## config.mk

```make
export PLATFORM = sky130hd
export DESIGN_NAME = magic_length_frame_deframer_flat
export DESIGN_NICKNAME = d
export VERILOG_FILES = /design/src/rtl/mlfd_pkg.sv /design/src/rtl/mlfd_byte_if.sv /design/src/rtl/mlfd_res_if.sv /design/src/rtl/magic_length_frame_deframer.sv /design/src/rtl/mlfd_parser.sv /design/src/flat_wrapper.sv
export VERILOG_INCLUDE_DIRS = /design/src /design/src/rtl
export SDC_FILE = /design/constraint.sdc
export NUM_CORES = 1
export LEC_CHECK = 0
export ABC_AREA = 1
export BUFFER_PORTS_ARGS = -buffer_cell sky130_fd_sc_hd__buf_2
export CELL_PAD_IN_SITES_DETAIL_PLACEMENT = 1
export CELL_PAD_IN_SITES_GLOBAL_PLACEMENT = 1
export CORE_MARGIN = 4
export CORE_UTILIZATION = 48
export DETAILED_ROUTE_END_ITERATION = 10
export PLACE_DENSITY_LB_ADDON = 0.1
export SLEW_MARGIN = 20
export SYNTH_ARGS = -nofsm -noshare
export SYNTH_HDL_FRONTEND = slang
export SYNTH_SLANG_ARGS = --single-unit
```

## constraint.sdc

```tcl
create_clock -name clk_i -period 3.7 [get_ports clk_i]
set_input_delay 0.37 -clock clk_i [delete_from_list [all_inputs] [get_ports clk_i]]
set_output_delay 0.37 -clock clk_i [all_outputs]
set_load 0.1 [all_outputs]
```

## src/rtl/magic_length_frame_deframer_macros.svh

```systemverilog
// Assertion macros used by the deframer top-level module.
`ifndef MAGIC_LENGTH_FRAME_DEFRAMER_MACROS_SVH
`define MAGIC_LENGTH_FRAME_DEFRAMER_MACROS_SVH

// Same-cycle implication, checked outside reset.
`define MLFD_ASSERT_IMP(label, clk, rst_n, ante, cons) \
  label: assert property (@(posedge clk) disable iff (!(rst_n)) (ante) |-> (cons)) \
    else $error("deframer assertion failed");

// Next-cycle implication, checked outside reset.
`define MLFD_ASSERT_NXT(label, clk, rst_n, ante, cons) \
  label: assert property (@(posedge clk) disable iff (!(rst_n)) (ante) |=> (cons)) \
    else $error("deframer assertion failed");

`endif

```

## src/rtl/mlfd_pkg.sv

```systemverilog
package mlfd_pkg;

  localparam logic [7:0]  MagicFirst      = 8'h94;
  localparam logic [7:0]  MagicSecond     = 8'hC3;
  localparam logic [15:0] MaxPayloadReset = 16'd296;

  typedef enum logic [2:0] {
    PH_HUNT    = 3'd0,
    PH_MAGIC2  = 3'd1,
    PH_LEN_HI  = 3'd2,
    PH_LEN_LO  = 3'd3,
    PH_PAYLOAD = 3'd4
  } phase_e;

  typedef enum logic [1:0] {
    KIND_DATA     = 2'd0,
    KIND_EMPTY    = 2'd1,
    KIND_OVERSIZE = 2'd2
  } kind_e;

  typedef struct packed {
    logic       valid;
    kind_e      kind;
    logic [7:0] data_byte;
    logic       last;
  } res_t;

endpackage

```

## src/rtl/mlfd_byte_if.sv

```systemverilog
interface mlfd_byte_if;
  logic       valid;
  logic       ready;
  logic [7:0] rx_byte;

  modport source (output valid, output rx_byte, input ready);
  modport sink (input valid, input rx_byte, output ready);
endinterface

```

## src/rtl/mlfd_res_if.sv

```systemverilog
interface mlfd_res_if;
  import mlfd_pkg::*;

  logic       valid;
  logic       ready;
  kind_e      kind;
  logic [7:0] data_byte;
  logic       last;

  modport source (output valid, output kind, output data_byte, output last, input ready);
  modport sink (input valid, input kind, input data_byte, input last, output ready);
endinterface

```

## src/rtl/magic_length_frame_deframer.sv

```systemverilog
// Frame deframer for a serial byte stream framed as 0x94 0xC3, a big-endian
// 16-bit length and then that many payload bytes.
// Bytes enter on byte_i, one request per byte; results leave on res_o with a
// kind, a data byte and a last flag. Header bytes and a wrong second magic byte
// give no result. A zero length gives one empty-frame result, and a length
// above max_payload gives one oversize result; both carry last and data zero.
// max_payload is written through cfg_we_i and cfg_data_i, and resets to 296.
// The user must write it only while the block is idle; the block does not enforce it.
// A byte is taken into an input register, parsed by the phase machine and, if it
// yields a result, lands in the output register. One byte can be accepted every
// cycle, limited only by the single output register.
// When the receiver stalls, the output register holds its result and bytes
// that yield no result keep flowing; once a byte that yields a result waits in
// the input register, byte_i.ready falls until the output is taken.
// Reset returns the parser to hunting for the first magic byte, empties both
// registers and restores max_payload to 296.
module magic_length_frame_deframer (
  input  logic               clk_i,
  input  logic               rst_ni,
  mlfd_byte_if.sink          byte_i,
  mlfd_res_if.source         res_o,
  input  logic               cfg_we_i,
  input  logic [15:0]        cfg_data_i
);
  import mlfd_pkg::*;
  `include "magic_length_frame_deframer_macros.svh"

  logic [15:0] max_payload_q;
  logic        in_full_q, in_full_d;
  logic [7:0]  in_byte_q;
  logic        out_valid_q, out_valid_d;
  res_t        out_res_q;
  res_t        res;
  logic        out_free;
  logic        advance;
  logic        in_take;

  always_ff @(posedge clk_i or negedge rst_ni) begin
    if (!rst_ni) begin
      max_payload_q <= MaxPayloadReset;
    end else if (cfg_we_i) begin
      max_payload_q <= cfg_data_i;
    end
  end

  mlfd_parser u_parser (
    .clk_i         (clk_i),
    .rst_ni        (rst_ni),
    .step_i        (advance),
    .byte_i        (in_byte_q),
    .max_payload_i (max_payload_q),
    .res_o         (res)
  );

  // A byte that gives no result may move on even while the output is stalled.
  assign out_free     = !out_valid_q || res_o.ready;
  assign advance      = in_full_q && (!res.valid || out_free);
  assign byte_i.ready = !in_full_q || advance;
  assign in_take      = byte_i.valid && byte_i.ready;

  always_comb begin
    in_full_d = in_full_q;
    if (in_take) begin
      in_full_d = 1'b1;
    end else if (advance) begin
      in_full_d = 1'b0;
    end
    out_valid_d = out_valid_q;
    if (advance && res.valid) begin
      out_valid_d = 1'b1;
    end else if (res_o.ready) begin
      out_valid_d = 1'b0;
    end
  end

  always_ff @(posedge clk_i or negedge rst_ni) begin
    if (!rst_ni) begin
      in_full_q   <= 1'b0;
      out_valid_q <= 1'b0;
    end else begin
      in_full_q   <= in_full_d;
      out_valid_q <= out_valid_d;
    end
  end

  always_ff @(posedge clk_i) begin
    if (in_take) begin
      in_byte_q <= byte_i.rx_byte;
    end
    if (advance && res.valid) begin
      out_res_q <= res;
    end
  end

  assign res_o.valid     = out_valid_q;
  assign res_o.kind      = out_res_q.kind;
  assign res_o.data_byte = out_res_q.data_byte;
  assign res_o.last      = out_res_q.last;

  `MLFD_ASSERT_IMP(a_ctrl_result_shape, clk_i, rst_ni, out_valid_q && (out_res_q.kind != KIND_DATA), (out_res_q.data_byte == 8'd0) && out_res_q.last)
  `MLFD_ASSERT_NXT(a_result_loaded, clk_i, rst_ni, advance && res.valid, out_valid_q)
  `MLFD_ASSERT_NXT(a_held_byte_kept, clk_i, rst_ni, in_full_q && !advance, in_full_q && $stable(in_byte_q))
  `MLFD_ASSERT_IMP(a_no_overwrite, clk_i, rst_ni, advance && res.valid, out_free)

endmodule

```

## src/rtl/mlfd_parser.sv

```systemverilog
module mlfd_parser (
  input  logic              clk_i,
  input  logic              rst_ni,
  input  logic              step_i,
  input  logic [7:0]        byte_i,
  input  logic [15:0]       max_payload_i,
  output mlfd_pkg::res_t    res_o
);
  import mlfd_pkg::*;

  phase_e      phase_q, phase_d;
  logic [15:0] len_q, len_d;
  logic [15:0] count_q, count_d;
  logic [15:0] len_full;
  logic [15:0] count_inc;

  assign len_full  = {len_q[15:8], byte_i};
  assign count_inc = count_q + 16'd1;

  always_comb begin
    phase_d         = phase_q;
    len_d           = len_q;
    count_d         = count_q;
    res_o.valid     = 1'b0;
    res_o.kind      = KIND_DATA;
    res_o.data_byte = 8'd0;
    res_o.last      = 1'b0;
    case (phase_q)
      PH_MAGIC2: begin
        // A wrong second byte is not reconsidered as a first magic byte.
        phase_d = (byte_i == MagicSecond) ? PH_LEN_HI : PH_HUNT;
      end
      PH_LEN_HI: begin
        len_d   = {byte_i, 8'd0};
        phase_d = PH_LEN_LO;
      end
      PH_LEN_LO: begin
        len_d   = len_full;
        count_d = 16'd0;
        if (len_full > max_payload_i) begin
          phase_d     = PH_HUNT;
          res_o.valid = 1'b1;
          res_o.kind  = KIND_OVERSIZE;
          res_o.last  = 1'b1;
        end else if (len_full == 16'd0) begin
          phase_d     = PH_HUNT;
          res_o.valid = 1'b1;
          res_o.kind  = KIND_EMPTY;
          res_o.last  = 1'b1;
        end else begin
          phase_d = PH_PAYLOAD;
        end
      end
      PH_PAYLOAD: begin
        count_d         = count_inc;
        res_o.valid     = 1'b1;
        res_o.data_byte = byte_i;
        res_o.last      = (count_inc >= len_q);
        if (count_inc >= len_q) begin
          phase_d = PH_HUNT;
        end
      end
      default: begin
        phase_d = (byte_i == MagicFirst) ? PH_MAGIC2 : PH_HUNT;
      end
    endcase
  end

  always_ff @(posedge clk_i or negedge rst_ni) begin
    if (!rst_ni) begin
      phase_q <= PH_HUNT;
      len_q   <= 16'd0;
      count_q <= 16'd0;
    end else if (step_i) begin
      phase_q <= phase_d;
      len_q   <= len_d;
      count_q <= count_d;
    end
  end

endmodule

```

## src/flat_wrapper.sv

```systemverilog
// flat-port wrapper written by rule: the top's interface ports become plain ports
module magic_length_frame_deframer_flat import mlfd_pkg::*;
  (clk_i, rst_ni, cfg_we_i, cfg_data_i, byte_i_valid, byte_i_rx_byte, byte_i_ready, res_o_valid, res_o_kind, res_o_data_byte, res_o_last, res_o_ready);
  mlfd_byte_if byte_i_i ();
  mlfd_res_if res_o_i ();
  input  logic clk_i;
  input  logic rst_ni;
  input  logic cfg_we_i;
  input  logic [15:0] cfg_data_i;
  input wire logic [$bits(byte_i_i.valid)-1:0] byte_i_valid;
  input wire logic [$bits(byte_i_i.rx_byte)-1:0] byte_i_rx_byte;
  output wire logic [$bits(byte_i_i.ready)-1:0] byte_i_ready;
  output wire logic [$bits(res_o_i.valid)-1:0] res_o_valid;
  output wire logic [$bits(res_o_i.kind)-1:0] res_o_kind;
  output wire logic [$bits(res_o_i.data_byte)-1:0] res_o_data_byte;
  output wire logic [$bits(res_o_i.last)-1:0] res_o_last;
  input wire logic [$bits(res_o_i.ready)-1:0] res_o_ready;
  assign byte_i_i.valid = byte_i_valid;
  assign byte_i_i.rx_byte = byte_i_rx_byte;
  assign byte_i_ready = byte_i_i.ready;
  assign res_o_valid = res_o_i.valid;
  assign res_o_kind = res_o_i.kind;
  assign res_o_data_byte = res_o_i.data_byte;
  assign res_o_last = res_o_i.last;
  assign res_o_i.ready = res_o_ready;
  magic_length_frame_deframer u_core (.clk_i(clk_i), .rst_ni(rst_ni), .byte_i(byte_i_i), .res_o(res_o_i), .cfg_we_i(cfg_we_i), .cfg_data_i(cfg_data_i));
endmodule
```

# ---- Word level (Yosys, flattened, before mapping)
# Index checks and enable logic that the tools add are counted.
dict set report word_totals {
  ff_bits 72
}
dict set report classes {
  n_addsub 1
  n_lt_le_gt_ge 2
  n_eq_ne 7
  mux 18
  bitwise 1
  reduce_logical 19
}
# op n
set op_table {}
lappend op_table {{$pmux W16 S2} 2}
lappend op_table {{$add A16 B1 Y16 const B} 1}
lappend op_table {{$eq A8 B8 Y1 const B} 2}
lappend op_table {{$ge A16 B16 Y1} 1}
lappend op_table {{$gt A16 B16 Y1} 1}
lappend op_table {{$logic_not A16 Y1} 1}
lappend op_table {{$mux W3} 5}
lappend op_table {{$pmux W3 S4} 1}
lappend op_table {{$reduce_bool A2 Y1} 4}
lappend op_table {{$mux W1} 7}
lappend op_table {{$eq A3 B2 Y1 const B} 2}
lappend op_table {{$reduce_and A2 Y1} 3}
lappend op_table {{$pmux W1 S2} 2}
lappend op_table {{$eq A3 B1 Y1 const B} 1}
lappend op_table {{$eq A3 B3 Y1 const B} 1}
lappend op_table {{$logic_and A1 B1 Y1} 3}
lappend op_table {{$logic_not A1 Y1} 3}
lappend op_table {{$logic_or A1 B1 Y1} 3}
lappend op_table {{$reduce_and A3 Y1} 1}
lappend op_table {{$mux W2} 1}
lappend op_table {{$ne A2 B2 Y1 const B} 1}
lappend op_table {{$reduce_or A2 Y1} 1}
lappend op_table {{$not A1 Y1} 1}

# ---- Longest topological paths before layout
# Gate-level depths: netlist of run 1.
dict set report logic_depth {
  depth_word 10
  mapped_depth 18
  depth_no_buf 17
}

# ---- By module
# Synthesis of run 1 repeated with hierarchy kept, for this count alone.
dict set report hier_totals {
  hier_cells 481
  hier_area_um2 4082.7
}
# mod instances cells_each area_each_um2 seq_area_each_um2
set modules_own_cells {}
lappend modules_own_cells {mlfd_parser 1 380 2755.1 875.8}
lappend modules_own_cells {magic_length_frame_deframer 1 101 1327.5 1024.7}

# ---- Worst setup path after synthesis of run 1
# OpenSTA, ideal clock, no wires.
dict set report synth_timing {
  path_kind {flip-flop to flip-flop}
  startpoint {reg u_core.max_payload_q[3]}
  endpoint {reg u_core.in_byte_q[0] (enable)}
  setup_time_ns 0.279
  arrival_time_ns 2.651
  t_required_ns 3.421
  slack_ns 0.770
  path_stages_with_launch 16
  path_cell_list {dfstp_2 -> inv_1 -> ha_1 -> nand2_1 -> inv_1 -> nand2_1 -> nand2_1 -> nand2_1 -> nand2_1 -> nand2_1 -> nand2_1 -> nand3_2 -> nand3_4 -> nand3_1 -> nand2_1 -> inv_1}
}
dict set report synth_via {
  elab_chain_cells 8
}
# element line_no
set synth_lines {}
lappend synth_lines {{from (decl)} magic_length_frame_deframer.sv:28} ;# logic [15:0] max_payload_q;
lappend synth_lines {{from (signal assigned)} magic_length_frame_deframer.sv:40} ;# max_payload_q <= MaxPayloadReset;
lappend synth_lines {{from (signal assigned)} magic_length_frame_deframer.sv:42} ;# max_payload_q <= cfg_data_i;
lappend synth_lines {{$gt A16 B16 Y1} mlfd_parser.sv:40} ;# if (len_full > max_payload_i) begin
lappend synth_lines {{$mux W3} mlfd_parser.sv:40}
lappend synth_lines {{$pmux W1 S2} mlfd_parser.sv:28} ;# case (phase_q)
lappend synth_lines {{$logic_not A1 Y1} magic_length_frame_deframer.sv:57} ;# assign advance = in_full_q && (!res.valid || out_free);
lappend synth_lines {{$logic_or A1 B1 Y1} magic_length_frame_deframer.sv:57}
lappend synth_lines {{$logic_and A1 B1 Y1} magic_length_frame_deframer.sv:57}
lappend synth_lines {{$logic_or A1 B1 Y1} magic_length_frame_deframer.sv:58} ;# assign byte_i.ready = !in_full_q || advance;
lappend synth_lines {{via byte_i_ready} flat_wrapper.sv:12} ;# output wire logic [$bits(byte_i_i.ready)-1:0] byte_i_ready;
lappend synth_lines {{$logic_and A1 B1 Y1} magic_length_frame_deframer.sv:59} ;# assign in_take = byte_i.valid && byte_i.ready;
lappend synth_lines {{to (signal assigned)} magic_length_frame_deframer.sv:88} ;# in_byte_q <= byte_i.rx_byte;
lappend synth_lines {{to (decl)} magic_length_frame_deframer.sv:30} ;# logic [7:0] in_byte_q;
# The timed path passes the listed nets, and every way through them passes these cells.
# A chain may end at the register's enable or synchronous reset.

# ---- Final worst setup path of run 1
dict set report layout_timing {
  startpoint {reg u_core.in_byte_q[7]}
  endpoint {out byte_i_ready}
}
dict set report layout_via {
  elab_chain_cells 8
  elab_cells_between_ends 9
}
# element line_no
set layout_lines {}
lappend layout_lines {{parallel branches: the longest is 2 deep, another holds $gt A16 B16 Y1} --}
lappend layout_lines {{$mux W3 *} mlfd_parser.sv:40}
lappend layout_lines {{$pmux W1 S2 *} mlfd_parser.sv:28}
lappend layout_lines {{$logic_not A1 Y1 *} magic_length_frame_deframer.sv:57}
lappend layout_lines {{$logic_or A1 B1 Y1 *} magic_length_frame_deframer.sv:57}
lappend layout_lines {{$logic_and A1 B1 Y1 *} magic_length_frame_deframer.sv:57}
lappend layout_lines {{$logic_or A1 B1 Y1 *} magic_length_frame_deframer.sv:58}
lappend layout_lines {{to (decl)} flat_wrapper.sv:12}
# Mark *: on every way between the ends.

==> impl_metrics.yaml, run 1 <==
floorplanning:
  rows: 33
  die_y_um: 101
  initial_core_util: 0.500
  core_um2: 8300
  die-width_um: 101
  pin_count: 42
  dieArea_um2: 10200
layout:
  n_antenna_cell: 0
  fin_nets: 580
  area_growth_pct: 10.5
  n_fill_cell: 1037
  seqCellArea_um2: 1900
  multiInputGateArea_um2: 1880
  drive_above_1_share: 0.153
yosys:
  async_reset_ff_frac: 0.736
  avgSynthCellArea_um2: 8.67
  synth_cells: 479
  synth_ff_type: "dfrtp_1"
  syn_nets: 541
  synth_cell_types: 31
  yosysWarningCount: 0
  synth_area_um2: 4150
  ys_seq_elements: 72
  synth_edf_count: 19
  ys_seq_area_frac: 0.458
timing:
  clock_skew_ns: 0.00971
  min_period_over_period: 0.797
  rsz0062_at_grt: "false"
  finalHoldViolCount: 0
  tightest_slew_ns: 0.804
  drv_slew: 0
  fin_crit_ns: 2.95
  relSlewSlack: 0.464
  final-setup-viol-count: 0
  max_freq_mhz: 339
  final.setup.tns_ns: 0
global_routing:
  grt_pass1_wl_um: 17600
  antenna_found_initial: 0
  grt_max_degree: 43
  globalRouteOverflowTotal: 0
  grt_use_met1: 0.270
  grt_util_all_layers: 0.223
  busiest_layer: "met2"
  grt_pass1_vias: 3671
  met3_usage: 0.0464
  grt_use_met2: 0.396
clocking:
  cts-root-buf: "clkbuf_8"
  cts_tree: "yes"
  cts_buffer_depth: 2
  numCtsBuffers: 9
  cts_sinks: 72
  h-tree-depth: 3
  clk_pin_slew_ns: 0.09
  clock_latency_ns: 0.36
  hold_buffers: 0
  ctsResizeCount: 0
  cts_setup_buffers: 0
critical_path:
  crit_fanout: 6
  critPathRequiredTime_ns: 3.33
  r2r-start: "u_core.u_parser.count_q[0]"
  critPathKind: "reg2out"
  r2r_slack_ns: 0.79
  reg2regPathDepth: 16
  r2r_end: "u_core.u_parser.phase_q[2]"
  critical_path_arrival_ns: 2.58
  critPathCaptureType: "output pin"
  startpoint_type: "flip-flop"
power:
  leakagePower_nw: 2.31
  vdd_drop_max_mv: 0.194
  powerDensity_nw_per_um2: 342
  p_total_mw: 1.57
route:
  routedWlPerCell_um: 16.5
  drt_iter0_markers: 98
  ant_nets: 0
  vias: 3395
  drc: 0
  wl_um: 10400
  dr.pass1.iters: 4
  viasPerCell: 5.41
min_path:
  hold_path_class: "in2async"
outcome:
  status: "finished, final reports clean"
flow_run:
  drv_cap: 0
placed_design:
  portBuffers: 41
  hpwl_um: 7700
  gp_congestion: 0.750
-- state kept, by name, summed over array words and instances (netlist names) --
name and count:
u_core.in_byte_q 8, u_core.in_full_q 1, u_core.max_payload_q 16, u_core.res_o.data_byte 8, u_core.res_o.kind 2, u_core.res_o.last 1, u_core.res_o.valid 1, u_core.u_parser.count_q 16
u_core.u_parser.len_q 16, u_core.u_parser.phase_q 3
-- per-layer routing --
metal	up-vias	wire, um
met2	49	5290
met3	14	297
met4	0	143
li1	1665	-
met5	-	0
met1	1667	4620
-- logic make-up after synthesis --
family | share of synthesized area
compound gates | 0.0536
xor+xnor | 0.0250
fa+ha+maj | 0.0994
buf+inv | 0.0901
flops | 0.458
mux | 0.00271
simple gates | 0.271
-- worst max-delay path by stage --
stage,from,endpoint,slack (ns)
global placement,u_core.u_parser.count_q[0],u_core.u_parser.phase_q[2],0.93
finish,u_core.in_byte_q[7],byte_i_ready,0.75
global route,u_core.u_parser.count_q[0],u_core.u_parser.phase_q[0],0.38
detailed placement,u_core.u_parser.count_q[0],u_core.u_parser.phase_q[0],0.80
CTS,u_core.in_byte_q[1],byte_i_ready,0.72
floorplan,u_core.max_payload_q[3],u_core.in_byte_q[0],0.77
-- area by class of cell --
type,instances,share of cell area
inverters,72,0.0589
clock inverters,7,0.0120
multi-input cells,319,0.409
repair buffers,44,0.0496
well taps,105,0.0286
flip-flops and latches,72,0.414
clock buffers,9,0.0270
-- through the flow --
step / cell area [um2] / cells / worst slack [ns] / util / hold WS, ns
after floorplan: 4150 / 479 / 0.770 / - / 0.0744
after global placement: 4410 / 612 / 0.934 / 0.531 / 0.454
after detailed placement: 4410 / 612 / 0.803 / 0.531 / 0.461
after CTS: 4590 / 628 / 0.722 / 0.553 / 0.115
after global routing: 4590 / 628 / 0.384 / 0.553 / 0.149
final: 4590 / 628 / 0.752 / 0.553 / 0.0901
-- where the power goes --
part / internal [mW] / switching [mW] / leakage, nW / total (mW)
clock network: 0.249 / 0.336 / 0.0878 / 0.585
registers: 0.841 / 0.0214 / 0.858 / 0.862
logic: 0.0437 / 0.0799 / 1.37 / 0.124
-- cell usage after synthesis, types with 10 or more instances --
library cell,count,area share
ha_1,33,0.099
dfrtp_1,50,0.30
nand4_1,43,0.065
nand2_1,127,0.11
a21oi_1,17,0.020
nor2_1,21,0.019
nand3_1,20,0.024
edfxtp_1,19,0.14
xor2_1,10,0.021
o21ai_0,21,0.025
inv_1,67,0.061
-- cell usage in the layout (no fill, tap or decap), types with 3 or more instances in the layout --
cell type  instances
a21oi_1           17
buf_2             41
buf_4              3
clkbuf_8           9
clkinv_1           4
clkinv_4           3
dfrtp_1           50
dfstp_2            3
edfxtp_1          19
ha_1              33
inv_1             67
nand2_1          127
nand3_1           20
nand3_2            5
nand4_1           43
nor2_1            21
nor3_1             5
nor3_2             3
o21ai_0           21
xor2_1            10
-- worst max-delay path, stage by stage (launching register included) --
cell      delay [ns]
edfxtp_1        0.54
ha_1            0.37
a21o_1          0.18
nor2_1          0.10
nand2_1         0.06
nand2_1         0.05
nand2_1         0.10
nand3_2         0.15
nand3_4         0.10
nand3_1         0.13
buf_2           0.44
Power figures use the tool's default switching activity.
==> run 2, diff against run 1 <==
ABC_AREA = 0   (was 1)
CORE_UTILIZATION = 42   (was 48)
clock period = 2.5 ns   (was 3.7 ns; I/O delays follow)
==> run 2 against run 1 <==
Net effect:
- the run now ends with setup timing left
- global-route usage down 0.061 points
- clock power increased by 91%
- worst setup slack lost 1.1 ns
- via count up 3.3%
- critical path depth down 3
- worst hold slack got worse by 0.025 ns
- sequential cell count unchanged
- sequential share of layout area decreased by 7.7 points
- synthesized cell count down 14%
- first-iteration DRC count up 12%
- area after synthesis down 0.21%
- largest cell class is now multi-input gates
- highest routed layer unchanged
==> impl_metrics.yaml, run 2 <==
outcome:
  status: "complete, but fails checks"
  violations: "setup timing"
critical_path:
  crit_path_top_delay_cell: "or4_4"
  r2r_end: "u_core.res_o.last"
  r2r-start: "u_core.u_parser.count_q[0]"
  critical_path_arrival_ns: 2.63
  r2r_slack_ns: -0.34
  path_cells: "inv_2 > ha_4 > nand4_1 > or4_4 > and2_4 > a21oi_4 > buf_12"
  critPathRequiredTime_ns: 2.25
  critPathKind: "reg2out"
  crit_fanout: 4
  startpoint_type: "flip-flop"
  reg2regPathDepth: 12
  critPathTopFamily: "simple AND/OR/NAND/NOR gates"
  cp_num_buf_inv: 2
  critPathCaptureType: "output pin"
  critPathMaxStageDelay_ns: 0.64
clocking:
  h-tree-depth: 3
  cts_tree: "yes"
  clk_pin_slew_ns: 0.08
  cts-root-buf: "clkbuf_8"
  numCtsBuffers: 9
  cts_buffer_depth: 2
  clock_latency_ns: 0.36
  cts_sinks: 72
power:
  leakagePower_nw: 2.58
  vdd_drop_max_mv: 0.517
  pwr-share-seq: 0.331
  p_total_mw: 4.62
  p_sw_mw: 1.86
  p_int_mw: 2.76
  sw_frac_of_total: 0.402
  powerDensity_nw_per_um2: 820
  power.share.clock: 0.243
  power_frac_comb: 0.426
yosys:
  muxShareOfSynthArea: 0.0275
  synth_top_family_by_area: "compound AO/OA/AOI/OAI gates"
  yosys.area.top_type: "dfrtp_1"
  synth_area_um2: 4140
  synthTopCellsByCount: "50 x dfrtp_1, 49 x nand2_1, 42 x inv_1"
  synth_simple_gate_area_share: 0.160
  synth_edf_count: 19
  synth_top_area_frac: 0.302
  yosysMostFrequentCell: "dfrtp_1"
  synth_cell_types: 63
  synth_compound_area_frac: 0.164
  ys_seq_area_frac: 0.459
  synth_cells: 410
  synth.area.top_cells: "dfrtp_1 30%, edfxtp_1 14%, ha_1 10%"
  synth_adder_area_share: 0.102
  synth_ff_type: "dfrtp_1"
  avgSynthCellArea_um2: 10.1
  ys_seq_elements: 72
  syn_nets: 472
  yosysWarningCount: 0
  synth_xor_xnor_area_share: 0.0296
  async_reset_ff_frac: 0.736
placed_design:
  portBuffers: 41
  gp_congestion: 0.842
  hpwl_um: 8890
  numPlacedInstances: 638
floorplanning:
  initial_core_util: 0.440
  die_y_um: 107
  dieArea_um2: 11500
  rows: 35
  pin_count: 42
  die-width_um: 107
  core_um2: 9420
layout:
  layout_commonest_cell: "buf_4"
  utilization: 0.599
  drive_above_1_share: 0.370
  mostFrequentLayoutCells: "70 x buf_4, 49 x nand2_1, 49 x dfrtp_1, 40 x buf_2, 39 x inv_1"
  fin_nets: 592
  area_growth_pct: 36.0
  instances_no_fill: 664
  n_antenna_cell: 0
  n_fill_cell: 1039
  reg_top3: "u_core.max_payload_q x16, u_core.u_parser.count_q x16, u_core.u_parser.len_q x16"
global_routing:
  grt_pass1_vias: 3926
  grt_pass1_wl_um: 19900
  grt_util_all_layers: 0.222
  grt_max_degree: 32
  antenna_found_initial: 0
  globalRouteOverflowTotal: 0
route:
  routedWlPerCell_um: 18.5
  drc: 0
  ant_nets: 0
  viasPerCell: 5.28
  drt_iter0_markers: 110
  dr.pass1.iters: 4
  wl_um: 12300
  vias: 3506
timing:
  clock_skew_ns: 0.0123
  tightest_slew_ns: 0.547
  setup_slack_ns: -0.379
  relSlewSlack: 0.635
  min_period_over_period: 1.15
  rsz0062_at_grt: "true"
  max_freq_mhz: 347
  fin_crit_ns: 2.88
  hold_ws_ns: 0.0650
  final-setup-viol-count: 46
  drv_slew: 0
  final.setup.tns_ns: -4.82
  finalHoldViolCount: 0
min_path:
  hold_depth: 1
  hold_path_class: "in2reg"
  min_to: "u_core.in_byte_q[1]"
  holdCritStartpoint: "byte_i_rx_byte[1]"
flow_run:
  drv_cap: 0
-- run 2: changes by cell type after synthesis, moves of 6 or more --
cell,delta
o21a_1,+7
and2_1,+11
a21oi_2,+6
nand4_1,-37
nand3_1,-7
o21ai_0,+12
inv_1,-25
nor2_1,-10
mux2i_1,+8
nand2_1,-78
-- run 2: per-layer routing --
layer	share of wire	up-vias	global-route usage
met5	0	-	0
met4	0.013	0	0.0613
met3	0.046	14	0.0468
met2	0.52	79	0.404
met1	0.42	1716	0.264
li1	-	1697	-
-- run 2: kinds of logic after synthesis --
kind of cell,Yosys count
AOI/OAI and AO/OA,101
xor gates and xnor gates,14
adders and majority gates,34
buffers and inverters,55
DFF,72
muxes,10
and+or+nand+nor,124
-- run 2: worst max path at each step --
stage	end	cells after the start	start	slack [ns]
6_report	byte_i_ready	7	u_core.max_payload_q[5]	-0.38
5_1_grt	u_core.res_o.last	12	u_core.u_parser.count_q[0]	-0.50
4_1_cts	u_core.res_o.last	12	u_core.u_parser.count_q[0]	-0.35
3_5_place_dp	u_core.res_o.last	12	u_core.u_parser.count_q[1]	-0.51
3_3_place_gp	u_core.res_o.last	12	u_core.u_parser.count_q[1]	-0.29
2_1_floorplan	u_core.res_o.last	12	u_core.u_parser.count_q[0]	-0.24
-- run 2: final cells by class --
class	count	area [um2]	share of cell area
inverter	42	158	0.0280
timing repair buffer	122	902	0.160
sequential	72	1900	0.337
multi-input combinational	283	2280	0.404
clock buffer	10	128	0.0226
clock inverter	6	108	0.0191
tap	129	161	0.0286
-- run 2: worst register-to-register path, cell delays in order, from the launching register on --
cell	delay [ns]
dfrtp_2	0.44
ha_4	0.18
nand3_4	0.07
nor2_4	0.04
and3_4	0.17
and3_4	0.18
xor2_2	0.14
ha_1	0.32
a21o_1	0.18
a221oi_2	0.33
o311ai_1	0.17
a211oi_2	0.26
o22ai_1	0.11
-- run 2: through the flow --
stage	worst slack, ns	instance area [um2]
6_report	-0.379	5640
5_1_grt	-0.495	5640
4_1_cts	-0.351	5580
3_5_place_dp	-0.513	5180
3_3_place_gp	-0.286	5180
2_1_floorplan	-0.244	4290
-- run 2: repair_timing --
item                                    in CTS  in global routing
endpoints found under the hold margin       21                  0
endpoints found under the setup margin      39                 50
pin swaps                                   12                 14
gates cloned                                 1                  0
hold buffers                                 1                  0
setup buffers                                8                  4
gates resized for setup                     20                 16
-- run 2: power groups by stage --
stage	combinational [mW]	clock, mW	sequential [mW]
2_1_floorplan	0.827	0	1.97
3_3_place_gp	1.81	0	1.54
3_5_place_dp	1.87	0	1.55
4_1_cts	1.99	1.15	1.53
5_1_grt	2.13	1.21	1.55
6_report	1.97	1.12	1.53
==> run 3, diff against run 2 <==
ABC_AREA = 1   (was 0)
CORE_UTILIZATION = 41   (was 42)
==> run 3 against run 2 <==
Net effect:
- the run still ends with setup timing left
- register-to-register slack better by 0.22 ns
- cell count is 5.6% higher
- design area is 6.8% lower
- worst hold slack worse by 0.037 ns
- largest cell class unchanged
==> impl_metrics.yaml, run 3 (same netlist as run 1, synthesis figures left out) <==
floorplanning:
  die-width_um: 109
  die_y_um: 109
  pin_count: 42
  initial_core_util: 0.423
  dieArea_um2: 11800
  rows: 36
  core_um2: 9820
route:
  ant_nets: 0
  dr.pass1.iters: 4
  drc: 0
  vias: 3561
  routedWlPerCell_um: 15.9
  drt_iter0_markers: 151
  viasPerCell: 5.08
  wl_um: 11100
critical_path:
  path_cells: "ha_2 > nand3_4 > nor3_4 > nand3_2 > nor3_4 > xor2_2 > ha_1 > nand2_4 > nor3_4 > nand3_2 > nand4_1 > nand3_2 > nand2_1 > nand2_1"
  critical_path_arrival_ns: 2.86
  critPathMaxStageDelay_ns: 0.40
  r2r_slack_ns: -0.12
  critPathKind: "reg2reg"
  r2r-start: "u_core.u_parser.count_q[0]"
  crit_fanout: 4
  crit_path_top_delay_cell: "dfrtp_1"
  critPathRequiredTime_ns: 2.74
  startpoint_type: "flip-flop"
  reg2regPathDepth: 14
  r2r_end: "u_core.u_parser.phase_q[0]"
  critPathCaptureType: "flip-flop"
timing:
  relSlewSlack: 0.524
  finalHoldViolCount: 0
  min_period_over_period: 1.05
  rsz0062_at_grt: "true"
  final.setup.tns_ns: -0.302
  hold_ws_ns: 0.0281
  final-setup-viol-count: 4
  drv_slew: 0
  max_freq_mhz: 382
  tightest_slew_ns: 0.714
  setup_slack_ns: -0.116
  clock_skew_ns: 0.00939
  fin_crit_ns: 2.62
clocking:
  hold_buffers: 0
  cts_tree: "yes"
  clk_pin_slew_ns: 0.08
  cts_sinks: 72
  numCtsBuffers: 9
  h-tree-depth: 3
  clock_latency_ns: 0.35
  cts-root-buf: "clkbuf_8"
  cts_buffer_depth: 2
global_routing:
  globalRouteOverflowTotal: 0
  antenna_found_initial: 0
  grt_pass1_wl_um: 18700
  grt_max_degree: 54
  grt_pass1_vias: 3952
  grt_util_all_layers: 0.203
layout:
  fin_nets: 625
  mostFrequentLayoutCells: "124 x nand2_1, 62 x inv_1, 50 x dfrtp_1, 46 x buf_4, 43 x nand4_1"
  area_growth_pct: 26.5
  n_antenna_cell: 0
  drive_above_1_share: 0.271
  layout_commonest_cell: "nand2_1"
  reg_top3: "u_core.max_payload_q x16, u_core.u_parser.count_q x16, u_core.u_parser.len_q x16"
  postLayoutCellArea_um2: 5260
placed_design:
  gp_congestion: 0.814
  hpwl_um: 8460
  place_area_um2: 4740
  portBuffers: 41
power:
  power_frac_comb: 0.086
  p_sw_mw: 0.621
  powerDensity_nw_per_um2: 497
  pwr-share-seq: 0.482
  leakagePower_nw: 2.61
  p_int_mw: 1.99
  power.share.clock: 0.432
  sw_frac_of_total: 0.238
  vdd_drop_max_mv: 0.306
flow_run:
  drv_cap: 0
outcome:
  status: "complete, but fails checks"
  violations: "setup timing"
min_path:
  hold_path_class: "in2async"
-- run 3: changes by cell type in the layout (fill, tap and decap cells not counted), sizes merged, moves of 9 or more --
cell,change
nand2,+79
nand4,+35
buf,-32
inv,+28
nand3,+14
o21ai,-13
a21oi,-11
and2,-11
nor2,+10
mux2i,-9
-- run 3: how the worst max path moves through the flow --
stage | from | to | slack (ns) | depth (start not counted)
final | u_core.u_parser.count_q[0] | u_core.u_parser.phase_q[0] | -0.12 | 14
after detailed placement | u_core.u_parser.count_q[2] | u_core.u_parser.phase_q[2] | -0.34 | 15
after floorplan | u_core.u_parser.count_q[0] | u_core.u_parser.phase_q[0] | 0.03 | 16
after global routing | u_core.u_parser.count_q[0] | u_core.u_parser.phase_q[2] | -0.31 | 13
after global placement | u_core.u_parser.count_q[2] | u_core.u_parser.phase_q[2] | -0.13 | 15
after CTS | u_core.u_parser.count_q[1] | u_core.u_parser.phase_q[0] | -0.13 | 14
-- run 3: cell type report --
class,instances,area (um2)
multi-input combinational,319,2070
clock buffer,9,124
clock inverter,7,119
timing repair buffer,89,601
inverter,72,270
fill,1203,4560
sequential,72,1900
tap,133,166
-- run 3: metal layers --
layer | up-vias | wire [um] | track usage
met5 | - | 0 | 0
met4 | 0 | 151 | 0.0712
li1 | 1759 | - | -
met2 | 36 | 5870 | 0.367
met1 | 1754 | 4910 | 0.247
met3 | 12 | 209 | 0.0296
-- run 3: critical path: cells and delay by family, from the launching register on --
family	cells	cell delay [ns]
adder cells (fa/ha/maj)	2	0.57
AND/OR/NAND/NOR	11	1.41
XOR/XNOR	1	0.13
flip-flops	1	0.40
-- run 3: power groups by stage --
stage / Clock, mW / Sequential (mW) / Combinational (mW)
after floorplan: 0 / 1.28 / 0.112
after global placement: 0 / 1.28 / 0.204
after detailed placement: 0 / 1.28 / 0.216
after CTS: 1.16 / 1.26 / 0.223
after global routing: 1.23 / 1.26 / 0.262
final: 1.13 / 1.26 / 0.226
-- run 3: metrics by stage --
step / util / std cells / power (mW) / setup slack [ns]
floorplan: - / 479 / 1.40 / 0.0335
global placement: 0.483 / 674 / 1.49 / -0.128
detailed placement: 0.483 / 674 / 1.50 / -0.341
CTS: 0.526 / 700 / 2.64 / -0.130
global route: 0.535 / 701 / 2.76 / -0.305
finish: 0.535 / 701 / 2.61 / -0.116
-- run 3: timing repair --
| item | 4_1_cts | 5_1_grt |
|---|---|---|
| buffers inserted | 10 | 1 |
| pin swaps | 14 | 10 |
| gates resized for setup | 20 | 18 |
| setup endpoints to repair | 5 | 39 |
